File: src/design/bcpd_pkg.sv
package bcpd_pkg;

  localparam int unsigned TimeBits  = 32;
  localparam int unsigned CfgAddrW  = 4;
  localparam int unsigned CfgDataW  = 32;
  localparam int unsigned CfgIdxW   = 2;
  localparam int unsigned MsW       = 16;

  typedef logic [TimeBits-1:0] time_t;
  typedef logic [MsW-1:0]      ms_t;

  localparam logic [CfgIdxW-1:0] RegDebounce  = 2'd0;
  localparam logic [CfgIdxW-1:0] RegClick     = 2'd1;
  localparam logic [CfgIdxW-1:0] RegLongPress = 2'd2;

  localparam ms_t DebounceReset  = 16'd50;
  localparam ms_t ClickReset     = 16'd600;
  localparam ms_t LongPressReset = 16'd1000;

  typedef struct packed {
    ms_t debounce_ms;
    ms_t click_ms;
    ms_t long_press_ms;
  } cfg_t;

endpackage

File: src/design/bcpd_if.sv
interface bcpd_in_if;
  logic        valid;
  logic        ready;
  logic        pin_level;
  logic [31:0] now_ms;

  modport source (output valid, output pin_level, output now_ms, input ready);
  modport sink (input valid, input pin_level, input now_ms, output ready);
endinterface

interface bcpd_out_if;
  logic valid;
  logic ready;
  logic single_click;
  logic double_click;
  logic hold_start;
  logic hold_during;
  logic hold_stop;

  modport source (
    output valid, output single_click, output double_click, output hold_start,
    output hold_during, output hold_stop, input ready
  );
  modport sink (
    input valid, input single_click, input double_click, input hold_start,
    input hold_during, input hold_stop, output ready
  );
endinterface

File: src/design/button_click_pattern_detector_top.sv
// channel | dir | handshake            | payload
// in_if   | in  | valid/ready          | pin_level, now_ms
// out_if  | out | valid/ready          | single_click, double_click, hold_start,
//         |     |                      | hold_during, hold_stop
// apb     | in  | psel/penable, pready | paddr, pwdata, prdata
//
// one transaction per cycle sustained while out_if.ready stays high; each sample passes
// through the input register and then the result register around the phase logic
// reset clears the phase, the press time and all valid flags; registers
// return to 50, 600 and 1000 ms
// a stalled result holds the input register, which then lowers in_if.ready
module button_click_pattern_detector_top
  import bcpd_pkg::*;
(
  input  logic                clk_i,
  input  logic                rst_ni,
  bcpd_in_if.sink             in_if,
  bcpd_out_if.source          out_if,
  input  logic                psel,
  input  logic                penable,
  input  logic                pwrite,
  input  logic [CfgAddrW-1:0] paddr,
  input  logic [CfgDataW-1:0] pwdata,
  output logic [CfgDataW-1:0] prdata,
  output logic                pready
);

  cfg_t cfg;

  bcpd_cfg u_cfg (
    .clk_i   (clk_i),
    .rst_ni  (rst_ni),
    .psel    (psel),
    .penable (penable),
    .pwrite  (pwrite),
    .paddr   (paddr),
    .pwdata  (pwdata),
    .prdata  (prdata),
    .pready  (pready),
    .cfg_o   (cfg)
  );

  bcpd_core u_core (
    .clk_i  (clk_i),
    .rst_ni (rst_ni),
    .cfg_i  (cfg),
    .in_if  (in_if),
    .out_if (out_if)
  );

endmodule

File: src/design/bcpd_cfg.sv
module bcpd_cfg
  import bcpd_pkg::*;
(
  input  logic                clk_i,
  input  logic                rst_ni,
  input  logic                psel,
  input  logic                penable,
  input  logic                pwrite,
  input  logic [CfgAddrW-1:0] paddr,
  input  logic [CfgDataW-1:0] pwdata,
  output logic [CfgDataW-1:0] prdata,
  output logic                pready,
  output cfg_t                cfg_o
);

  cfg_t               cfg_q;
  logic [CfgIdxW-1:0] idx;
  logic               wr_en;

  assign idx    = paddr[CfgAddrW-1:2];
  assign pready = 1'b1;
  assign wr_en  = psel && penable && pwrite && pready;
  assign cfg_o  = cfg_q;

  always_ff @(posedge clk_i or negedge rst_ni) begin
    if (!rst_ni) begin
      cfg_q.debounce_ms   <= DebounceReset;
      cfg_q.click_ms      <= ClickReset;
      cfg_q.long_press_ms <= LongPressReset;
    end else if (wr_en) begin
      unique case (idx)
        RegDebounce:  cfg_q.debounce_ms   <= pwdata[MsW-1:0];
        RegClick:     cfg_q.click_ms      <= pwdata[MsW-1:0];
        RegLongPress: cfg_q.long_press_ms <= pwdata[MsW-1:0];
        default: ;
      endcase
    end
  end

  always_comb begin
    unique case (idx)
      RegDebounce:  prdata = CfgDataW'(cfg_q.debounce_ms);
      RegClick:     prdata = CfgDataW'(cfg_q.click_ms);
      RegLongPress: prdata = CfgDataW'(cfg_q.long_press_ms);
      default:      prdata = '0;
    endcase
  end

endmodule

File: src/design/bcpd_core.sv
module bcpd_core
  import bcpd_pkg::*;
(
  input  logic        clk_i,
  input  logic        rst_ni,
  input  cfg_t        cfg_i,
  bcpd_in_if.sink     in_if,
  bcpd_out_if.source  out_if
);

  typedef enum logic [2:0] {
    PhIdle   = 3'd0,
    PhFirst  = 3'd1,
    PhWait   = 3'd2,
    PhSecond = 3'd3,
    PhLong   = 3'd6
  } phase_e;

  // input register
  logic  s1_valid_q;
  logic  s1_level_q;
  time_t s1_now_q;

  phase_e phase_q, phase_d;
  time_t  press_time_q, press_time_d;

  logic  out_valid_q;
  logic  single_q, double_q, start_q, during_q, stop_q;
  logic  single_d, double_d, start_d, during_d, stop_d;

  logic  advance;
  logic  in_take;
  time_t elapsed;

  assign advance = s1_valid_q && (!out_valid_q || out_if.ready);
  assign in_if.ready = !s1_valid_q || advance;
  assign in_take = in_if.valid && in_if.ready;
  assign elapsed = s1_now_q - press_time_q;

  always_comb begin
    phase_d      = phase_q;
    press_time_d = press_time_q;
    single_d     = 1'b0;
    double_d     = 1'b0;
    start_d      = 1'b0;
    during_d     = 1'b0;
    stop_d       = 1'b0;
    unique case (phase_q)
      PhFirst: begin
        if (s1_level_q && (elapsed < TimeBits'(cfg_i.debounce_ms))) begin
          phase_d = PhIdle;
        end else if (s1_level_q) begin
          phase_d = PhWait;
        end else if (elapsed > TimeBits'(cfg_i.long_press_ms)) begin
          start_d  = 1'b1;
          during_d = 1'b1;
          phase_d  = PhLong;
        end
      end
      PhWait: begin
        if (elapsed > TimeBits'(cfg_i.click_ms)) begin
          single_d = 1'b1;
          phase_d  = PhIdle;
        end else if (!s1_level_q) begin
          phase_d = PhSecond;
        end
      end
      PhSecond: begin
        if (s1_level_q) begin
          double_d = 1'b1;
          phase_d  = PhIdle;
        end
      end
      PhLong: begin
        if (s1_level_q) begin
          stop_d  = 1'b1;
          phase_d = PhIdle;
        end else begin
          during_d = 1'b1;
        end
      end
      default: begin
        // unused codes behave as idle
        if (!s1_level_q) begin
          phase_d      = PhFirst;
          press_time_d = s1_now_q;
        end else begin
          phase_d = PhIdle;
        end
      end
    endcase
  end

  always_ff @(posedge clk_i or negedge rst_ni) begin
    if (!rst_ni) begin
      s1_valid_q   <= 1'b0;
      out_valid_q  <= 1'b0;
      phase_q      <= PhIdle;
      press_time_q <= '0;
      single_q     <= 1'b0;
      double_q     <= 1'b0;
      start_q      <= 1'b0;
      during_q     <= 1'b0;
      stop_q       <= 1'b0;
    end else begin
      if (in_if.ready) begin
        s1_valid_q <= in_if.valid;
      end
      if (advance) begin
        out_valid_q  <= 1'b1;
        phase_q      <= phase_d;
        press_time_q <= press_time_d;
        single_q     <= single_d;
        double_q     <= double_d;
        start_q      <= start_d;
        during_q     <= during_d;
        stop_q       <= stop_d;
      end else if (out_if.ready) begin
        out_valid_q <= 1'b0;
      end
    end
  end

  always_ff @(posedge clk_i) begin
    if (in_take) begin
      s1_level_q <= in_if.pin_level;
      s1_now_q   <= TimeBits'(in_if.now_ms);
    end
  end

  assign out_if.valid        = out_valid_q;
  assign out_if.single_click = single_q;
  assign out_if.double_click = double_q;
  assign out_if.hold_start   = start_q;
  assign out_if.hold_during  = during_q;
  assign out_if.hold_stop    = stop_q;

endmodule

File: src/flat_wrapper.sv
// flat-port wrapper written by rule: the top's interface ports become plain ports
module button_click_pattern_detector_top_flat import bcpd_pkg::*;
  (clk_i, rst_ni, psel, penable, pwrite, paddr, pwdata, prdata, pready, in_if_valid, in_if_pin_level, in_if_now_ms, in_if_ready, out_if_valid, out_if_single_click, out_if_double_click, out_if_hold_start, out_if_hold_during, out_if_hold_stop, out_if_ready);
  bcpd_in_if in_if_i ();
  bcpd_out_if out_if_i ();
  input  logic clk_i;
  input  logic rst_ni;
  input  logic psel;
  input  logic penable;
  input  logic pwrite;
  input  logic [CfgAddrW-1:0] paddr;
  input  logic [CfgDataW-1:0] pwdata;
  output logic [CfgDataW-1:0] prdata;
  output logic pready;
  input wire logic [$bits(in_if_i.valid)-1:0] in_if_valid;
  input wire logic [$bits(in_if_i.pin_level)-1:0] in_if_pin_level;
  input wire logic [$bits(in_if_i.now_ms)-1:0] in_if_now_ms;
  output wire logic [$bits(in_if_i.ready)-1:0] in_if_ready;
  output wire logic [$bits(out_if_i.valid)-1:0] out_if_valid;
  output wire logic [$bits(out_if_i.single_click)-1:0] out_if_single_click;
  output wire logic [$bits(out_if_i.double_click)-1:0] out_if_double_click;
  output wire logic [$bits(out_if_i.hold_start)-1:0] out_if_hold_start;
  output wire logic [$bits(out_if_i.hold_during)-1:0] out_if_hold_during;
  output wire logic [$bits(out_if_i.hold_stop)-1:0] out_if_hold_stop;
  input wire logic [$bits(out_if_i.ready)-1:0] out_if_ready;
  assign in_if_i.valid = in_if_valid;
  assign in_if_i.pin_level = in_if_pin_level;
  assign in_if_i.now_ms = in_if_now_ms;
  assign in_if_ready = in_if_i.ready;
  assign out_if_valid = out_if_i.valid;
  assign out_if_single_click = out_if_i.single_click;
  assign out_if_double_click = out_if_i.double_click;
  assign out_if_hold_start = out_if_i.hold_start;
  assign out_if_hold_during = out_if_i.hold_during;
  assign out_if_hold_stop = out_if_i.hold_stop;
  assign out_if_i.ready = out_if_ready;
  button_click_pattern_detector_top u_core (.clk_i(clk_i), .rst_ni(rst_ni), .in_if(in_if_i), .out_if(out_if_i), .psel(psel), .penable(penable), .pwrite(pwrite), .paddr(paddr), .pwdata(pwdata), .prdata(prdata), .pready(pready));
endmodule
File: config.mk
export PLATFORM = sky130hd
export DESIGN_NAME = button_click_pattern_detector_top_flat
export DESIGN_NICKNAME = d
export VERILOG_FILES = /design/src/design/bcpd_pkg.sv /design/src/design/bcpd_if.sv /design/src/design/button_click_pattern_detector_top.sv /design/src/design/bcpd_cfg.sv /design/src/design/bcpd_core.sv /design/src/flat_wrapper.sv
export SDC_FILE = /design/constraint.sdc
export NUM_CORES = 1
export LEC_CHECK = 0
export BUFFER_PORTS_ARGS = -buffer_cell sky130_fd_sc_hd__buf_4
export CAP_MARGIN = 40
export CORE_ASPECT_RATIO = 1.75
export CORE_UTILIZATION = 58
export DETAILED_ROUTE_END_ITERATION = 10
export GPL_TIMING_DRIVEN = 0
export PLACE_DENSITY = 0.81
export SETUP_SLACK_MARGIN = 0.02
export SLEW_MARGIN = 20
export SYNTH_ARGS = -nofsm -noshare
export SYNTH_HDL_FRONTEND = slang
export SYNTH_SLANG_ARGS = --single-unit
File: constraint.sdc
create_clock -name clk_i -period 5.2 [get_ports clk_i]
set_input_delay 0.26 -clock clk_i [delete_from_list [all_inputs] [get_ports clk_i]]
set_output_delay 0.26 -clock clk_i [all_outputs]
set_load 0.05 [all_outputs]
==> results.toml, run 1 <==
[sta]
grt_setup_unrepaired = "no"
final-hold-violation-count = 0
period_share_pct = 93.34
setup_viol = 0
fmax_mhz = 206.0
tightest_slew_ps = 735.2
maxSlewViolCount = 0
finalCriticalPeriod_ps = 4853
fin_skew_ps = 7.569
fin_tns_setup_ps = 0
slew-limit-headroom_pct = 49.72
fin_hold_ws_ps = 14.49

[setup_path]
cpPeakStageDelay_ps = 460
cpMaxStageDelayCell = "a2111oi_2"
r2r_cells = 20
worst-setup-path-type = "reg2reg"
cp_cell_sequence = "ha_1, o211ai_1, a21o_2, a31oi_2, inv_1, o21ai_1, a41oi_1, o21ai_0, xor2_1, buf_4, ha_1, nand4_1, nor2_1, o21ai_0, a21oi_1, a2111oi_2, a21oi_1, a2111oi_1, a21oi_1, a221o_1"
critPathTopFamily = "compound AO/OA/AOI/OAI gates"
worstSetupPathDepth = 20
cp.required_ps = 5500
worstSetupStartpointType = "flop"
crit_fanout = 4
setup.worst_path.end_class = "flop"
critPathArrivalTime_ps = 5150
worst-path-buf-inv = 2
crit_top_cell = "a21oi_1"

[pwr]
p_per_area_nw_per_um2 = 631.2
p_leak_nw = 4.484
ir_drop_uv = 331.3

[drt]
dr_wl_met2_mm = 11.01
wl_met3_um = 858
vias = 6937
drc = 0
wl_met1_mm = 7.034
wl_per_cell_um = 17.04
wl_mm = 20.20
detail-route-antenna-nets = 0
drtIter0Drc = 340
first_pass_iters = 5
highest_layer = "met4"
routed_via_density = 5.849

[floorplanning]
coreArea_um2 = 13520
ios = 116
rows = 56
fp.dieH_um = 158.7
die_w_um = 91.52
die_area_um2 = 14520
start_util_pct = 60.15

[cells_and_area]
drive_gt1_share_pct = 19.76
final_area_um2 = 9738
fin_util_pct = 72.01
finalNetCount = 1154
fin_cells = 1186
syn_to_final_growth_pct = 19.72
n_antenna_cell = 0

[synth]
yosysUniqueCellTypes = 75
synth_largest_area_cell = "dfrtp_1"
yosys-top-cells-count = "113 x nand2_1, 101 x o21ai_0, 85 x inv_1"
syn_inst = 878
synth_warnings = 0
seq_area_frac_synth_pct = 40.07
synth_async_sr_flop_share_pct = 73.17
synth_most_common_cell = "nand2_1"
synth_top_area_share_pct = 23.69
synth_enable_flop_cells = 33
syn_avg_cell_area_um2 = 9.264
synthTopCellsByArea = "dfrtp_1 24%, edfxtp_1 12%, ha_1 12%, o21ai_0 6.2%, nand2_1 5.2%"
netlist_area_um2 = 8134
synth_seq_cells = 123
synth_flop_cell = "dfrtp_1"

[worst_hold_path]
hp-class = "in2reg"
whs_path_depth = 1

[cts]
insertion_delay_ps = 420
clkTransAtPathRegs_ps = 60
cts_sinks = 123
cts_tree = "yes"
clockBufferDepth = 2
cts_buffers = 17
root_buffer = "clkbuf_16"
htreeDepth = 4

[global_route]
antenna_found_initial = 0
grt_overflow_total = 0
grt_pass1_wl_mm = 32.71
track_usage_pct = 29.26
grt_max_degree = 91
grt_pass1_vias = 7160

[flow_run]
maxCapViolCount = 0

[status]
status = "complete, no violations"

[place]
gp_congestion = 0.8934
io_buffers = 80
dp_hpwl_mm = 15.15
post_dp_cell_area_um2 = 9034
dp.cells = 1148
state kept, by name, summed over array words and instances, names as in the netlist:
name,flops
u_core.u_core.s1_now_q,32
u_core.u_core.out_if.single_click,1
u_core.u_cfg.cfg_o,48
u_core.u_core.out_if.double_click,1
u_core.u_core.out_if.valid,1
u_core.u_core.press_time_q,32
u_core.u_core.out_if.hold_start,1
u_core.u_core.phase_q,3
u_core.u_core.s1_valid_q,1
u_core.u_core.s1_level_q,1
u_core.u_core.out_if.hold_stop,1
u_core.u_core.out_if.hold_during,1
cell families after synthesis:
logic type               count (synthesis)  synth area share, %
buffers and inverters                  134                7.337
AO/OA/AOI/OAI                          245                18.95
XOR/XNOR                                24                2.584
other                                    2              0.09233
multiplexers                            38                4.999
adder cells (fa/ha/maj)                 79                12.24
AND/OR/NAND/NOR                        233                13.72
flip-flops                             123                40.07
layout make-up:
cell class	instances	area, um^2
inverters	85	319.1
plain buffers	49	277.8
clock buffers	24	524.3
well taps	174	217.7
flip-flops and latches	123	3259
repair buffers	87	695.7
multi-input cells	636	4343
fillers	1037	3785
clock inverters	8	101.3
layout by cell type (no fill, tap or decap), types with 24 or more instances in the layout:
| master | count |
|---|---|
| ha_1 | 78 |
| a21oi_1 | 46 |
| buf_4 | 99 |
| dfrtp_1 | 77 |
| inv_1 | 85 |
| clkbuf_1 | 24 |
| nand2_1 | 113 |
| nor2_1 | 27 |
| o21ai_0 | 100 |
| a21o_1 | 25 |
| edfxtp_1 | 33 |
path summary, 6_finish.rpt:
| check | from | endpoint | slack [ps] |
|---|---|---|---|
| setup reg to reg | u_core.u_core.s1_now_q[4] | u_core.u_core.out_if.hold_during | 350 |
| hold reg to reg | u_core.u_core.out_if.hold_start | u_core.u_core.out_if.hold_start | 490 |
| max in group asynchronous | rst_ni | u_core.u_cfg.cfg_o[25] | 4330 |
| min in group asynchronous | rst_ni | u_core.u_core.press_time_q[9] | 220 |
| hold / removal | in_if_now_ms[20] | u_core.u_core.s1_now_q[20] | 10 |
| setup / recovery | u_core.u_core.s1_now_q[4] | u_core.u_core.out_if.hold_during | 350 |
stage by stage:
| stage | power, W | setup slack, ps |
|---|---|---|
| 2_1_floorplan | 0.003918 | 1208 |
| 3_3_place_gp | 0.004645 | 256.1 |
| 3_5_place_dp | 0.004740 | 131.4 |
| 4_1_cts | 0.006096 | 159.1 |
| 5_1_grt | 0.006609 | 92.04 |
| 6_report | 0.006147 | 346.6 |
timing repair:
action                     in CTS  in global routing
hold buffers                    1                  0
resized for setup               1                  3
hold endpoints to repair       77                  0
pin swaps                       1                  0
setup endpoints to repair       4                  4
setup buffers                   2                  0
report_power, final:
group / internal (W) / switching, W
Sequential: 0.00126 / 0.000123
Clock: 0.000801 / 0.000433
Combinational: 0.00141 / 0.00212
Total: 0.00347 / 0.00268
metal layers:
layer / global-route usage [%] / vias to the layer above
met3: 5.062 / 105
li1: - / 3320
met4: 22.30 / 0
met2: 55.78 / 251
met1: 27.38 / 3261
met5: 0 / -
Note: power is estimated with default switching activity, not from simulation.
==> run 2: changes to the inputs <==
--- a/config.mk
+++ b/config.mk
@@ -7,7 +7,6 @@
 export LEC_CHECK = 0
 export BUFFER_PORTS_ARGS = -buffer_cell sky130_fd_sc_hd__buf_4
 export CAP_MARGIN = 40
-export CORE_ASPECT_RATIO = 1.75
 export CORE_UTILIZATION = 58
 export DETAILED_ROUTE_END_ITERATION = 10
 export GPL_TIMING_DRIVEN = 0
==> run 2 against run 1 <==
Against the previous run:
- cell count rose by 0.59%
- flip-flop and latch count did not move
- cell area fell by 0.12%
- critical endpoint is now u_core.u_core.phase_q[0]
- largest cell class unchanged
- largest power group unchanged
==> results.toml, run 2 (synthesized netlist as in run 1, its figures left out) <==
[sta]
grt_setup_unrepaired = "no"
maxSlewViolCount = 0
fin_tns_setup_ps = 0
slew-limit-headroom_pct = 43.78
setup_viol = 0
tightest_slew_ps = 843.3
fmax_mhz = 205.0
final-hold-violation-count = 0
fin_skew_ps = 8.359
finalCriticalPeriod_ps = 4878
period_share_pct = 93.82

[setup_path]
cp.required_ps = 5490
critPathArrivalTime_ps = 5170
setup.worst_path.end_class = "flop"
worstSetupStartpointType = "flop"
crit_fanout = 4
worst-setup-path-type = "reg2reg"

[floorplanning]
ios = 116
die_w_um = 120.4
start_util_pct = 60.46
fp.dieH_um = 120.4
coreArea_um2 = 13450
rows = 42
die_area_um2 = 14500

[cts]
cts_tree = "yes"
root_buffer = "clkbuf_16"
clkTransAtPathRegs_ps = 50
insertion_delay_ps = 420
cts_buffers = 17
cts_sinks = 123
clockBufferDepth = 2
htreeDepth = 4

[drt]
drc = 0
detail-route-antenna-nets = 0
wl_mm = 19.88
drtIter0Drc = 569
vias = 6928
wl_per_cell_um = 16.66
routed_via_density = 5.807
first_pass_iters = 5

[cells_and_area]
multi_input_area_um2 = 4338
final_area_um2 = 9727
layout_common_cells = "113 x nand2_1, 101 x o21ai_0, 99 x buf_4"
n_antenna_cell = 0
finalNetCount = 1159
largest_register_ffs = 48
drive_gt1_share_pct = 18.78
syn_to_final_growth_pct = 19.58
layout_commonest_cell = "nand2_1"
fin_util_pct = 72.30
nFillCells = 1021
regArea_um2 = 3259

[flow_run]
maxCapViolCount = 0

[worst_hold_path]
hp-class = "in2reg"

[pwr]
ir_drop_uv = 340.8
p_per_area_nw_per_um2 = 622.8
p_leak_nw = 4.472

[global_route]
grt_pass1_vias = 6738
antenna_found_initial = 0
track_usage_pct = 29.46
grt_max_degree = 58
grt_overflow_total = 0
grt_pass1_wl_mm = 32.95

[place]
io_buffers = 80
dp_hpwl_mm = 14.33
gp_congestion = 0.8809
post_dp_cell_area_um2 = 9032

[status]
status = "complete, no violations"
-- run 2: final cells by class --
| class | instances | share of cell area [%] |
|---|---|---|
| inverter | 85 | 3.280 |
| timing repair buffer | 92 | 7.461 |
| tap | 176 | 2.264 |
| sequential | 123 | 33.51 |
| buffer | 49 | 2.856 |
| multi-input combinational | 636 | 44.60 |
| clock buffer | 23 | 4.811 |
| clock inverter | 9 | 1.222 |
-- run 2: final timing paths --
check,from,endpoint,slack [ps],cells past startpoint
worst max-delay path,u_core.u_core.s1_now_q[4],u_core.u_core.phase_q[0],320,19
worst min-delay path,in_if_now_ms[14],u_core.u_core.s1_now_q[14],10,1
worst max register to register,u_core.u_core.s1_now_q[4],u_core.u_core.phase_q[0],320,19
worst min register to register,u_core.u_core.out_if.hold_start,u_core.u_core.out_if.hold_start,490,1
max in group asynchronous,rst_ni,u_core.u_cfg.cfg_o[7],4030,3
min in group asynchronous,rst_ni,u_core.u_core.press_time_q[1],470,2
-- run 2: stage by stage --
stage / worst slack (ps) / power, W / hold slack [ps] / std cells
4_1_cts: 233.0 / 0.005979 / 1.416 / 1185
5_1_grt: 62.37 / 0.006542 / 0.7374 / 1193
6_report: 321.6 / 0.006058 / 11.57 / 1193
2_1_floorplan: 1208 / 0.003918 / -35.59 / 893
3_5_place_dp: 336.4 / 0.004720 / 379.6 / 1150
3_3_place_gp: 382.5 / 0.004606 / 438.0 / 1149
-- run 2: layer usage --
layer	up-vias	wire length, um	track usage, %	share of wire, %
li1	3337	-	-	-
met1	3280	8798	39.12	44
met2	270	9294	46.88	47
met3	41	1225	5.755	6.2
met4	0	561	13.04	2.8
met5	-	0	0	0
-- run 2: repair_timing --
item / 4_1_cts / 5_1_grt
setup buffers: 0 / 1
endpoints found under the setup margin: 0 / 4
resized for setup: 0 / 2
hold endpoints to repair: 46 / 6
hold buffers: 3 / 6
-- run 2: worst max-delay path: stages (launching register included) --
cell and delay [ps]:
edfxtp_1 410, ha_1 390, o211ai_1 130, a21o_2 240
a31oi_2 260, inv_1 60, o21ai_0 290, a41oi_1 220
o21ai_0 250, xor2_1 290, ha_1 320, nand4_1 140
nor2_1 60, nand3_1 130, a21oi_1 80, a2111oi_0 440
a21oi_1 210, nor3_1 280, a21boi_0 250, o41ai_2 320
-- run 2: where the power goes --
part	internal [W]	switching (W)	leakage, nW
Clock	0.000771	0.000407	0.284
Sequential	0.00126	0.000127	1.39
Combinational	0.00138	0.00211	2.80
